[src/hw/rtl/rgbhsl_pkg.sv]
// Package for the RGB to HSL pixel converter.
// Holds field widths, divider sizes and the max-channel sector type.
// No dependencies.
`timescale 1ns / 1ps

package rgbhsl_pkg;

    localparam int CH_W      = 8;
    localparam int DATA_W    = 3 * CH_W;
    localparam int DIV_STEPS = CH_W;
    localparam int HNUM_W    = 19;
    localparam int HDIV_W    = 11;
    localparam int SNUM_W    = 16;
    localparam int SUM_W     = CH_W + 1;

    typedef enum logic [1:0] {
        SEC_RED   = 2'd0,
        SEC_GREEN = 2'd1,
        SEC_BLUE  = 2'd2
    } t_sector;

endpackage

[src/hw/rtl/rgb_to_hsl_pixel.sv]
// Top level of the RGB to HSL pixel converter.
// Depends on rgbhsl_pkg for widths and the sector type.
//
// Usage: pixels enter on the slave stream (s_axis) as red, green and blue
// bytes and leave on the master stream (m_axis) as hue, saturation and
// lightness bytes, one result beat for every input beat, in order.
// The datapath is an eleven stage pipeline: channel sort, difference and
// numerator build, scaling by 255, then eight restoring divide steps that
// each settle one quotient bit for hue and saturation in parallel.
// Throughput is one pixel per cycle while the receiver keeps tready high;
// each stage takes a new beat whenever it is empty or its successor moves,
// so bubbles are squeezed out during a stall.
// When the receiver drops tready the pipeline fills and then holds; no beat
// is lost or repeated, and input is refused only once all stages are full.
// Synchronous active-low reset clears all stage valid bits; the data
// registers are not reset.
`timescale 1ns / 1ps

module rgb_to_hsl_pixel (
    input  logic                           i_clk,
    input  logic                           i_rst_n,
    input  logic                           s_axis_tvalid,
    output logic                           s_axis_tready,
    // Fields from bit 0: red[7:0], green[15:8], blue[23:16].
    input  logic [rgbhsl_pkg::DATA_W-1:0]  s_axis_tdata,
    output logic                           m_axis_tvalid,
    input  logic                           m_axis_tready,
    // Fields from bit 0: hue[7:0], saturation[15:8], lightness[23:16].
    output logic [rgbhsl_pkg::DATA_W-1:0]  m_axis_tdata
);

    localparam int CH_W   = rgbhsl_pkg::CH_W;
    localparam int NDIV   = rgbhsl_pkg::DIV_STEPS;
    localparam int HNUM_W = rgbhsl_pkg::HNUM_W;
    localparam int HDIV_W = rgbhsl_pkg::HDIV_W;
    localparam int SNUM_W = rgbhsl_pkg::SNUM_W;
    localparam int SUM_W  = rgbhsl_pkg::SUM_W;
    localparam int NST    = 3 + NDIV;

    logic [NST-1:0] r_v;
    logic [NST-1:0] w_vin;
    logic [NST:0]   w_rdy;

    always_comb begin
        w_rdy[NST] = m_axis_tready;
        for (int k = NST - 1; k >= 0; k--) begin
            w_rdy[k] = !r_v[k] || w_rdy[k+1];
        end
    end

    assign w_vin = {r_v[NST-2:0], s_axis_tvalid};

    always_ff @(posedge i_clk) begin
        if (!i_rst_n) begin
            r_v <= '0;
        end else begin
            for (int k = 0; k < NST; k++) begin
                if (w_rdy[k]) begin
                    r_v[k] <= w_vin[k];
                end
            end
        end
    end

    assign s_axis_tready = w_rdy[0];
    assign m_axis_tvalid = r_v[NST-1];

    // Stage 0: sort the channels, pick the max-channel sector and the hue difference.
    logic [CH_W-1:0]        w_r, w_g, w_b;
    logic [CH_W-1:0]        n_mx, n_mn;
    rgbhsl_pkg::t_sector    n_sec;
    logic [SUM_W-1:0]       n_diff;
    logic [CH_W-1:0]        r_mx, r_mn;
    rgbhsl_pkg::t_sector    r_sec;
    logic [SUM_W-1:0]       r_diff;

    assign w_r = s_axis_tdata[CH_W-1:0];
    assign w_g = s_axis_tdata[2*CH_W-1:CH_W];
    assign w_b = s_axis_tdata[3*CH_W-1:2*CH_W];

    always_comb begin
        if (w_r >= w_g && w_r >= w_b) begin
            n_sec  = rgbhsl_pkg::SEC_RED;
            n_mx   = w_r;
            n_diff = {1'b0, w_g} - {1'b0, w_b};
        end else if (w_g >= w_b) begin
            n_sec  = rgbhsl_pkg::SEC_GREEN;
            n_mx   = w_g;
            n_diff = {1'b0, w_b} - {1'b0, w_r};
        end else begin
            n_sec  = rgbhsl_pkg::SEC_BLUE;
            n_mx   = w_b;
            n_diff = {1'b0, w_r} - {1'b0, w_g};
        end
        if (w_r <= w_g && w_r <= w_b) begin
            n_mn = w_r;
        end else if (w_g <= w_b) begin
            n_mn = w_g;
        end else begin
            n_mn = w_b;
        end
    end

    always_ff @(posedge i_clk) begin
        if (w_rdy[0]) begin
            r_mx   <= n_mx;
            r_mn   <= n_mn;
            r_sec  <= n_sec;
            r_diff <= n_diff;
        end
    end

    // Stage 1: range, lightness, saturation divisor and hue numerator.
    logic [CH_W-1:0]   n_d;
    logic [SUM_W-1:0]  w_sum;
    logic [CH_W-1:0]   n_den;
    logic [HDIV_W-1:0] w_base;
    logic [HDIV_W-1:0] n_num;
    logic [CH_W-1:0]   r_d, r_den, r_lt1;
    logic [HDIV_W-1:0] r_num;

    always_comb begin
        n_d   = r_mx - r_mn;
        w_sum = {1'b0, r_mx} + {1'b0, r_mn};
        if (w_sum > SUM_W'(2**CH_W - 1)) begin
            n_den = CH_W'(SUM_W'(2 * (2**CH_W - 1)) - w_sum);
        end else begin
            n_den = w_sum[CH_W-1:0];
        end
        case (r_sec)
            rgbhsl_pkg::SEC_RED: begin
                w_base = r_diff[SUM_W-1] ? HDIV_W'(6 * n_d) : '0;
            end
            rgbhsl_pkg::SEC_GREEN: begin
                w_base = HDIV_W'(n_d) << 1;
            end
            rgbhsl_pkg::SEC_BLUE: begin
                w_base = HDIV_W'(n_d) << 2;
            end
            default: begin
                w_base = '0;
            end
        endcase
        n_num = w_base + {{(HDIV_W-SUM_W){r_diff[SUM_W-1]}}, r_diff};
    end

    always_ff @(posedge i_clk) begin
        if (w_rdy[1]) begin
            r_d   <= n_d;
            r_den <= n_den;
            r_num <= n_num;
            r_lt1 <= w_sum[SUM_W-1:1];
        end
    end

    // Stage 2: scale numerators by 255 and form the divisors.
    logic [HNUM_W-1:0] n_hn, r_hn;
    logic [HDIV_W-1:0] n_hdiv, r_hdiv;
    logic [SNUM_W-1:0] n_sn, r_sn;
    logic [CH_W-1:0]   n_sdiv, r_sdiv;
    logic [CH_W-1:0]   r_lt2;

    always_comb begin
        if (r_d == '0) begin
            n_hn   = '0;
            n_hdiv = HDIV_W'(1);
            n_sn   = '0;
            n_sdiv = CH_W'(1);
        end else begin
            n_hn   = (HNUM_W'(r_num) << CH_W) - HNUM_W'(r_num);
            n_hdiv = (HDIV_W'(r_d) << 2) + (HDIV_W'(r_d) << 1);
            n_sn   = (SNUM_W'(r_d) << CH_W) - SNUM_W'(r_d);
            n_sdiv = r_den;
        end
    end

    always_ff @(posedge i_clk) begin
        if (w_rdy[2]) begin
            r_hn   <= n_hn;
            r_hdiv <= n_hdiv;
            r_sn   <= n_sn;
            r_sdiv <= n_sdiv;
            r_lt2  <= r_lt1;
        end
    end

    // Stages 3 and up: restoring division, most significant quotient bit first.
    logic [HNUM_W-1:0] w_hrem_i [NDIV];
    logic [HDIV_W-1:0] w_hdiv_i [NDIV];
    logic [CH_W-1:0]   w_hq_i   [NDIV];
    logic [SNUM_W-1:0] w_srem_i [NDIV];
    logic [CH_W-1:0]   w_sdiv_i [NDIV];
    logic [CH_W-1:0]   w_sq_i   [NDIV];
    logic [CH_W-1:0]   w_lt_i   [NDIV];

    logic [HNUM_W-1:0] r_hrem [NDIV];
    logic [HDIV_W-1:0] r_hdv  [NDIV];
    logic [CH_W-1:0]   r_hq   [NDIV];
    logic [SNUM_W-1:0] r_srem [NDIV];
    logic [CH_W-1:0]   r_sdv  [NDIV];
    logic [CH_W-1:0]   r_sq   [NDIV];
    logic [CH_W-1:0]   r_lt   [NDIV];

    assign w_hrem_i[0] = r_hn;
    assign w_hdiv_i[0] = r_hdiv;
    assign w_hq_i[0]   = '0;
    assign w_srem_i[0] = r_sn;
    assign w_sdiv_i[0] = r_sdiv;
    assign w_sq_i[0]   = '0;
    assign w_lt_i[0]   = r_lt2;

    for (genvar j = 0; j < NDIV; j++) begin : g_div
        localparam int B = NDIV - 1 - j;

        logic [HNUM_W-1:0] w_hsh;
        logic [SNUM_W-1:0] w_ssh;
        logic [HNUM_W-1:0] n_hrem;
        logic [SNUM_W-1:0] n_srem;
        logic [CH_W-1:0]   n_hq, n_sq;

        if (j > 0) begin : g_link
            assign w_hrem_i[j] = r_hrem[j-1];
            assign w_hdiv_i[j] = r_hdv[j-1];
            assign w_hq_i[j]   = r_hq[j-1];
            assign w_srem_i[j] = r_srem[j-1];
            assign w_sdiv_i[j] = r_sdv[j-1];
            assign w_sq_i[j]   = r_sq[j-1];
            assign w_lt_i[j]   = r_lt[j-1];
        end

        always_comb begin
            w_hsh = HNUM_W'(w_hdiv_i[j]) << B;
            w_ssh = SNUM_W'(w_sdiv_i[j]) << B;
            if (w_hrem_i[j] >= w_hsh) begin
                n_hrem = w_hrem_i[j] - w_hsh;
                n_hq   = w_hq_i[j] | (CH_W'(1) << B);
            end else begin
                n_hrem = w_hrem_i[j];
                n_hq   = w_hq_i[j];
            end
            if (w_srem_i[j] >= w_ssh) begin
                n_srem = w_srem_i[j] - w_ssh;
                n_sq   = w_sq_i[j] | (CH_W'(1) << B);
            end else begin
                n_srem = w_srem_i[j];
                n_sq   = w_sq_i[j];
            end
        end

        always_ff @(posedge i_clk) begin
            if (w_rdy[3+j]) begin
                r_hrem[j] <= n_hrem;
                r_hdv[j]  <= w_hdiv_i[j];
                r_hq[j]   <= n_hq;
                r_srem[j] <= n_srem;
                r_sdv[j]  <= w_sdiv_i[j];
                r_sq[j]   <= n_sq;
                r_lt[j]   <= w_lt_i[j];
            end
        end
    end

    assign m_axis_tdata = {r_lt[NDIV-1], r_sq[NDIV-1], r_hq[NDIV-1]};

endmodule

[config.mk]
export PLATFORM = sky130hd
export DESIGN_NAME = rgb_to_hsl_pixel
export DESIGN_NICKNAME = d
export VERILOG_FILES = /design/src/hw/rtl/rgbhsl_pkg.sv /design/src/hw/rtl/rgb_to_hsl_pixel.sv
export SDC_FILE = /design/constraint.sdc
export NUM_CORES = 1
export LEC_CHECK = 0
export BUFFER_PORTS_ARGS = -buffer_cell sky130_fd_sc_hd__buf_2
export CORE_ASPECT_RATIO = 0.5
export CORE_MARGIN = 5
export CORE_UTILIZATION = 40
export DETAILED_ROUTE_END_ITERATION = 7
export PLACE_DENSITY_LB_ADDON = 0.05
export RECOVER_POWER = 100
export SKIP_LAST_GASP = 1
export SYNTH_ARGS = -nofsm -noshare
export SYNTH_HDL_FRONTEND = slang
export SYNTH_SLANG_ARGS = --single-unit
[constraint.sdc]
create_clock -name i_clk -period 7 [get_ports i_clk]
set_input_delay 1.4 -clock i_clk [delete_from_list [all_inputs] [get_ports i_clk]]
set_output_delay 1.4 -clock i_clk [all_outputs]
set_load 0.1 [all_outputs]
# Word level (Yosys, flattened, before mapping)
# Memory sizes are Yosys's and may differ from the RTL's.
# Cells that the tools add are included.
# op_classes
order_cmp	23
multipliers	1
eq_ne	2
n_addsub	26
reduce_logical	26
muxes	58
# ops
operator	n
$mux W19	8
$mux W16	8
$mux W8	7
$sub A19 B11 Y19	2
$pmux W11 S3	1
$sub A16 B8 Y16	2
$sub A8 B8 Y9	3
$ge A8 B8 Y1	3
$le A8 B8 Y1	3
$ge A19 B11 Y1	1
$ge A19 B12 Y1	1
$ge A19 B13 Y1	1
$ge A19 B14 Y1	1
$ge A19 B15 Y1	1
$ge A19 B16 Y1	1
$ge A19 B17 Y1	1
$ge A19 B18 Y1	1
$sub A19 B12 Y19	1
$sub A19 B13 Y19	1
$sub A19 B14 Y19	1
$sub A19 B15 Y19	1
$sub A19 B16 Y19	1
$sub A19 B17 Y19	1
$sub A19 B18 Y19	1
other kinds (38)	84
# totals
reg_bits	135
mem_bits_rw	624
elab_cells	167
n_memories	7
output_inout_bits	26
# mem_list
name	depth	width	read_ports	rd_ports_with_merged_regs	wr	line_no	source
r_hrem	8	19	7	0	8	rgb_to_hsl_pixel.sv:196	logic [HNUM_W-1:0] r_hrem [NDIV];
r_srem	8	16	7	0	8	rgb_to_hsl_pixel.sv:199	logic [SNUM_W-1:0] r_srem [NDIV];
r_hdv	8	11	7	0	8	rgb_to_hsl_pixel.sv:197	logic [HDIV_W-1:0] r_hdv [NDIV];
r_hq	8	8	8	0	8	rgb_to_hsl_pixel.sv:198	logic [CH_W-1:0] r_hq [NDIV];
r_lt	8	8	8	0	8	rgb_to_hsl_pixel.sv:202	logic [CH_W-1:0] r_lt [NDIV];
r_sdv	8	8	7	0	8	rgb_to_hsl_pixel.sv:200	logic [CH_W-1:0] r_sdv [NDIV];
+1 memories	--	--	--	--	--	--	

# Depth between registers and ports, before layout
# Gate-level depths: netlist of run 1.
# depth
depth_word	12
ltp_mapped	23
mapped_depth_nobuf	22

# Worst setup path before layout of run 1
# Ideal clock, no wire load.
# synth_timing
path_kind	input-to-output
start	in m_axis_tready
end	out s_axis_tready
slack_ps	255
required_ps	5600
stages	7
arrival_ps	5345
cell_sequence	nor2b_1 -> inv_1 -> nor2_1 -> and2_1 -> inv_1 -> nor2_1 -> nand3_1
# synth_via
elab_chain_cells	11
# synth_rtl
element	line_no	source
start, declared	rgb_to_hsl_pixel.sv:27	input logic m_axis_tready,
$logic_or A1 B1 Y1	rgb_to_hsl_pixel.sv:47	w_rdy[k] = !r_v[k] || w_rdy[k+1];
via w_rdy[10]	rgb_to_hsl_pixel.sv:42	logic [NST:0] w_rdy;
$logic_or A1 B1 Y1 (5 in series)	rgb_to_hsl_pixel.sv:47	
via w_rdy[5]	rgb_to_hsl_pixel.sv:42	
$logic_or A1 B1 Y1 (5 in series)	rgb_to_hsl_pixel.sv:47	
end, declared	rgb_to_hsl_pixel.sv:23	output logic s_axis_tready,
# The timed path passes the listed nets, and every way through them passes these cells.

# Worst setup path after layout of run 1
# Same ends and word-level chain as after synthesis.

==> results of run 1 <==
-- per-layer routing --
metal  GRT usage, %  vias to the layer above
met5              0                        -
met2           23.1                      211
li1               -                    10400
met3           2.22                      101
met1           19.9                     9296
met4           3.93                        0
-- cells in the mapped netlist, types with 7 or more instances --
cell type / n
or4_1: 8
mux2i_1: 17
o21bai_1: 10
o21a_1: 32
a211oi_1: 15
nand2_1: 170
nand3_1: 29
dfxtp_1: 11
nor4_1: 36
a21oi_2: 7
xor2_1: 82
and3_1: 9
a31oi_1: 14
and2_1: 7
xnor2_1: 108
o21ai_0: 154
fa_1: 22
nor2b_1: 70
a21o_1: 53
edfxtp_1: 622
a22oi_1: 12
or3_1: 23
buf_2: 14
o211ai_1: 9
nand3b_1: 15
buf_1: 7
ha_1: 230
buf_4: 9
nand2b_1: 46
nand4_1: 26
o31ai_1: 19
or2_2: 9
mux2_2: 44
clkbuf_1: 28
nor3_1: 58
a21boi_0: 20
nor2_1: 201
o21ai_1: 12
inv_1: 272
buf_6: 7
a21oi_1: 164
o311ai_0: 10
nand4b_1: 8
-- worst reg2reg max path: stages, from the launching register on --
cell and delay [ns]:
edfxtp_1 0.39, inv_1 0.07, ha_1 0.15, inv_1 0.05
fa_1 0.44, xor2_1 0.40, inv_1 0.14, fa_1 0.43
nand2b_1 0.24, or2_2 0.32, or3_1 0.30, a32oi_1 0.21
o21ba_2 0.19, a21oi_1 0.13, o211ai_1 0.11, ha_1 0.36
nand2_1 0.07, o31ai_1 0.37, nand2_1 0.13, nor3_1 0.15
a211oi_1 0.07
-- how the worst max path moves through the flow --
stage	slack [ns]	depth (start not counted)	startpoint	end
3_5_place_dp	1.69	11	m_axis_tready	s_axis_tready
2_1_floorplan	0.25	7	m_axis_tready	s_axis_tready
5_1_grt	1.24	11	m_axis_tready	s_axis_tready
6_report	1.54	11	m_axis_tready	s_axis_tready
4_1_cts	1.68	11	m_axis_tready	s_axis_tready
3_3_place_gp	1.77	11	m_axis_tready	s_axis_tready
-- area by class of cell --
cell class	instances	area, sq um	share of cell area (%)
well taps	1116	1400	3.80
clock buffers	70	1540	4.19
clock inverters	43	417	1.14
multi-input cells	1838	13100	35.7
flip-flops and latches	633	18900	51.5
repair buffers	72	314	0.856
inverters	275	1030	2.81
-- where the power goes --
part	internal [mW]	switching [mW]
Sequential	6.90	1.09
Clock	1.80	1.45
Combinational	4.10	5.24
Total	12.8	7.79
-- flip-flops by register name, summed over array words and instances (netlist names), 14 cells and up --
register  flops
r_srem      102
r_sq         36
r_hn         19
r_hrem      133
r_lt         64
r_hq         36
r_sdv        56
r_sn         14
r_hdv        74
-- cell families after synthesis --
kind of cell             Yosys count
AO/OA/AOI/OAI                    587
flip-flops                       633
multiplexers                      62
AND/OR/NAND/NOR                  744
adder cells (fa/ha/maj)          252
XOR/XNOR                         193
buffers and inverters            340
-- stage by stage --
step,worst slack [ns],hold slack [ns],utilization (%),cell area [sq um],total power [mW]
floorplan,0.255,0.400,-,33400,15.4
finish,1.54,0.417,44.0,36700,20.6
CTS,1.68,0.419,44.3,36900,21.0
global placement,1.77,0.401,41.9,34900,17.5
global route,1.24,0.423,44.0,36700,22.5
detailed placement,1.69,0.405,41.9,34900,17.6
==> metrics, run 1 <==
DR iter-0 viols 939; # IOs 54; # fillers between 7000 and 8000; Post-Synth XOR/XNOR Area about 5%; Yosys top cell area share between 50% and 60%; reg2reg end r_num[10]; ys flop type edfxtp_1; Initial Util between 40% and 50%; simple-gate portion of the synthesized area ~11%; DR top layer met4; Core Footprint roughly 83000 sq um; Setup-failing EPs final 0; die height about 210 um; Cell variety after synth 88; pwr/cell area about 560 nW/um^2; hpwl dp between 40000 and 50000 um; worst path arrival time just over 4 ns; area grow syn2layout 9.74%; max-slew violations roughly 580; initial antenna violation count 0; Final nets 3160; drt first pass iters 5; CTS clk-pin slew, worst paths about 0.070 ns; Fin Setup TNS 0 ns; post-synthesis compound-gate area fraction ~11%; DR WL/cell 15.7 um; CP cell instances buf_2 -> nor2b_1 -> inv_1 -> buf_4 -> nor2_1 -> and2_0 -> inv_1 -> nor2_1 -> nand3_1 -> buf_4 -> clkbuf_1; Total Routing Usage GR between 10% and 20%; syn_nets approximately 3100; metal3 WL about 1900 um; PostCTS Resize Cnt 0; commonest non-fill, non-tap cells in the layout edfxtp_1, inv_1, ha_1; Data required, critical path approximately 5.6 ns; Hold Buf Count CTS 0; post-route insts no fill slightly above 4000; maxcap violations 10; Die X ~420 um; Clock Sink Count ~630; RSZ-0062 raised after global routing false; Top Family by Delay on Critical Path buffers and inverters; Placed Instances 3934; CP Capture Type output pin; share of post-route cells with drive strength above 1 6.41%; clk root buf clkbuf_16; Syn. warnings 0; Max Clock Freq about 180 MHz; Post-synth ARST share 0%; Worst Hold Class reg -> reg; mux cell area share after synthesis 2.04%; setup slack, reg-to-reg just over 2 ns; failing checks max-capacitance violations, max-slew violations; Setup Fix Bufs, Post-CTS 0; GP Congestion ~0.87; metal2 WL about 29000 um; Rows 75; endpoints failing hold 0; CTS Buf Count 60; pin count of the biggest net entering global routing between 70 and 80; wl on met1 between 30000 and 40000 um; dominant cells by area after synthesis edfxtp_1, ha_1, inv_1; Slew @ Worst Pin approximately 3.8 ns; drt drc 0; Worst path slowest cell clkbuf_1; Die ar. approximately 90000 sq um; Leakage Power 14.5 nW; Tcrit/Tclk final ~78%; Max FO, Critical Path 29; Seq/Total Area, Yosys a little under three fifths; leading area contributor after synthesis edfxtp_1; Seq cells post-synth 633; status finished, violations left; Vias per Instance roughly 4.9; critical path class in -> out; Synth Instances 2811; syn_area_per_cell approximately 12 sq um; Clock Path Buffers 3; GRT overflow 0; antenna cells 0; Hold Crit Endpoint r_lt[0][22]; number of buffers and inverters on the critical path 6; maximum vdd drop 0.000255 V; number of global-route vias before repair approximately 20000; skew final 0.0205 ns; Post-synth EDFFs approximately 620; synthesized cell area around 33000 sq um; R2R depth 20; number of stages on the worst hold path 0; Worst R2R Start r_mx[0]; Slew HR -153%; adder-cell share of the synthesized area 9.92%; CP Launch Type input pin; global-route wire length before repair between 100000 and 150000 um; Clk Latency, worst-skew pair 0.64 ns; largest family of logic cells by synthesized area simple AND/OR/NAND/NOR gates; Post-DRT Antenna Nets 0; HP Start r_lt[0][14]; min cycle time layout approximately 5.5 ns; WL final 63400 um; CTS tree built; most common cell after layout, fill and taps aside edfxtp_1; Max stage delay on crit path approximately 0.9 ns; via count approximately 20000; # port buffers 53; CTS H-Tree Depth 2
Note: power is estimated with default switching activity, not from simulation.
==> inputs of run 2 (changes only) <==
ABC_AREA = 1   (was default)
clock period = 4.7 ns   (was 7 ns; I/O delays follow)
==> run 2 against run 1 <==
The run still ends with max-capacitance violations, max-slew violations left. Cell count increased by 14%. Combinational power increased by 56%. Clock-buffer cell count increased by 2. Sequential power increased by 48%. Clock power increased by 61%. Flip-flop and latch count unchanged. Critical endpoint unchanged. Highest routed layer unchanged.
==> metrics, run 2 <==
Die ar. 92600 sq um (was 89800 sq um); synthesized cell area 34500 sq um (was 33400 sq um); final core utilization 44.0% (about the same); worst path arrival time 3.45 ns (was 4.06 ns); Worst Hold Class reg -> reg (unchanged); Seq cells post-synth 633 (unchanged); # port buffers 53 (unchanged); ys flop type edfxtp_1 (unchanged); hold slack final 0.408 ns (was 0.417 ns); Syn. warnings 0 (unchanged); Max Clock Freq between 200 and 250 MHz; status finished, violations left (unchanged); Tcrit/Tclk final 93.3%; endpoints failing hold 0 (unchanged); Core Footprint 85800 sq um (was 83300 sq um); pwr/cell area 840 nW/um^2 (was 561 nW/um^2); PostCTS Resize Cnt 0 (unchanged); critical path class in -> out (unchanged); Largest register FFs 133 (unchanged); max-slew violations 210 (was 578); CTS Buf Count 61 (was 60); Slew @ Worst Pin 2.95 ns (was 3.80 ns); skew final 0.0223 ns (was 0.0205 ns); Slew HR -97.0% (was -153%); CP Launch Type input pin (unchanged); commonest non-fill, non-tap cells in the layout nand2_1, edfxtp_1, inv_1 (was edfxtp_1, inv_1, ha_1); number of global-route vias before repair 22400 (was 20200); register share of total power 37.4% (was 38.8%); switching share of power 40.4% (was 37.8%); Post-synth ARST share 0% (unchanged); drt drc 0 (unchanged); drt first pass iters 7 (was 5); synth cell count leaders edfxtp_1, nand2_1, inv_1 (was edfxtp_1, inv_1, ha_1); pin count of the biggest net entering global routing 71 (was 76); Post-DRT Antenna Nets 0 (unchanged); Post-synth EDFFs 622 (unchanged); Cell variety after synth 69 (was 88); # IOs 54 (unchanged); Yosys top cell area share 54.1% (was 55.9%); Rows 76 (was 75); antenna cells 0 (unchanged); initial antenna violation count 0 (unchanged); CTS H-Tree Depth 2 (unchanged); DR WL/cell 15.6 um (was 15.7 um); failing checks max-capacitance violations, max-slew violations (unchanged); syn_area_per_cell 10.4 sq um (was 11.9 sq um); Final nets 3680 (was 3160); leading area contributor after synthesis edfxtp_1 (unchanged); Clock Path Buffers 3 (unchanged); CP Capture Type output pin (unchanged); CTS clk-pin slew, worst paths 0.07 ns (about the same); Clock Sink Count 633 (unchanged); global-route wire length before repair 118000 um (was 105000 um); CTS tree built (unchanged); hpwl dp 56100 um (was 47800 um); Final WS setup 0.313 ns (was 1.54 ns); DP Worst Slack 0.612 ns (was 1.69 ns); Vias per Instance 4.76 (was 4.94); Power, Total 31.7 mW (was 20.6 mW); dominant cells by area after synthesis edfxtp_1, ha_1, nand2_1 (was edfxtp_1, ha_1, inv_1); WL final 71900 um (was 63400 um); Seq/Total Area, Yosys 54.8% (was 56.5%); Hold Buf Count CTS 0 (unchanged); Synth Instances 3311 (was 2811); syn_nets 3591 (was 3091); min cycle time layout 4.39 ns; Data required, critical path 3.76 ns (was 5.60 ns); maximum vdd drop 0.000332 V (was 0.000255 V); DR iter-0 viols 999 (was 939); Setup-failing EPs final 0 (unchanged); most common cell after layout, fill and taps aside nand2_1 (was edfxtp_1); RSZ-0062 raised after global routing false (unchanged); share of post-route cells with drive strength above 1 5.88% (was 6.41%); via count 22000 (was 20000); Initial Util 40.2% (was 40.1%); power share of the clock group 16.5% (was 15.8%); most instantiated library cell after synthesis edfxtp_1 (unchanged); Pint 18.9 mW (was 12.8 mW); Clk Latency, worst-skew pair 0.63 ns (was 0.64 ns); Fin Setup TNS 0 ns (unchanged); Max FO, Critical Path 29 (unchanged); GP Congestion 0.877 (was 0.866); Reg with most FFs r_hrem (unchanged); Setup Fix Bufs, Post-CTS 0 (unchanged); Leakage Power 16.1 nW (was 14.5 nW); Die X 425 um (was 419 um); clk root buf clkbuf_16 (unchanged); combinational share of power 46.1% (was 45.4%); area grow syn2layout 9.37% (was 9.74%); maxcap violations 6 (was 10); die height 218 um (was 214 um); GRT overflow 0 (unchanged); Total Routing Usage GR 15.8% (was 14.2%); Largest regs r_hrem x133, r_srem x102, r_hdv x74 (unchanged); NetSw 12.8 mW (was 7.79 mW)
[run 2: final timing paths]
kind                      start  slack (ns)       endpoint  depth (start not counted)
hold reg to reg      r_hq[1][6]        0.41    r_hq[1][14]                          0
hold / removal       r_hq[1][6]        0.41    r_hq[1][14]                          0
setup reg to reg        r_mx[2]        0.61      r_num[10]                         22
setup / recovery  m_axis_tready        0.31  s_axis_tready                         12
[run 2: cell type report]
type	count	area, sq um
flip-flops and latches	633	18900
clock inverters	42	524
repair buffers	69	303
clock buffers	72	1610
inverters	507	1920
multi-input cells	2128	13000
fillers	8226	48000
well taps	1170	1460
[run 2: logic make-up (layout without fill, tap and decap cells)]
| family | Yosys count | count (layout) | synth area share (%) |
|---|---|---|---|
| buf+inv | 550 | 690 | 6.49 |
| xor+xnor | 168 | 168 | 4.47 |
| flops | 633 | 633 | 54.8 |
| fa+ha+maj | 252 | 252 | 9.62 |
| compound gates | 586 | 586 | 10.2 |
| mux | 1 | 1 | 0.0326 |
| simple gates | 1121 | 1121 | 14.4 |
[run 2: through the flow]
stage,cells,area [sq um]
after CTS,4621,38300
final,4621,37700
after global routing,4621,37700
after detailed placement,4507,36100
after global placement,4507,36100
after floorplan,3311,34600
[run 2: power by group through the flow]
stage               Sequential, mW  Combinational [mW]  Clock [mW]
finish                        11.8                14.6        5.24
global route                  12.2                16.9        5.69
CTS                           11.9                15.5        5.46
detailed placement            12.0                15.4           0
global placement              12.0                15.3           0
floorplan                     11.4                12.3           0
[run 2: layer usage]
layer	vias up	track usage (%)	wire (um)
li1	11500	-	-
met1	10100	21.5	34700
met2	298	26.2	32800
met3	111	2.33	2290
met4	0	4.92	2130
met5	-	0	0
[run 2: worst max-delay path: stages]
cell and delay (ns):
clkbuf_1 0.17, inv_12 0.08, nand4_1 0.13, nor2_1 0.41
nand2_8 0.19, nor2_4 0.17, nand2_1 0.22, nor2_4 0.26
nand2_8 0.07, nor2_4 0.18, nand2_8 0.17, clkbuf_2 0.43
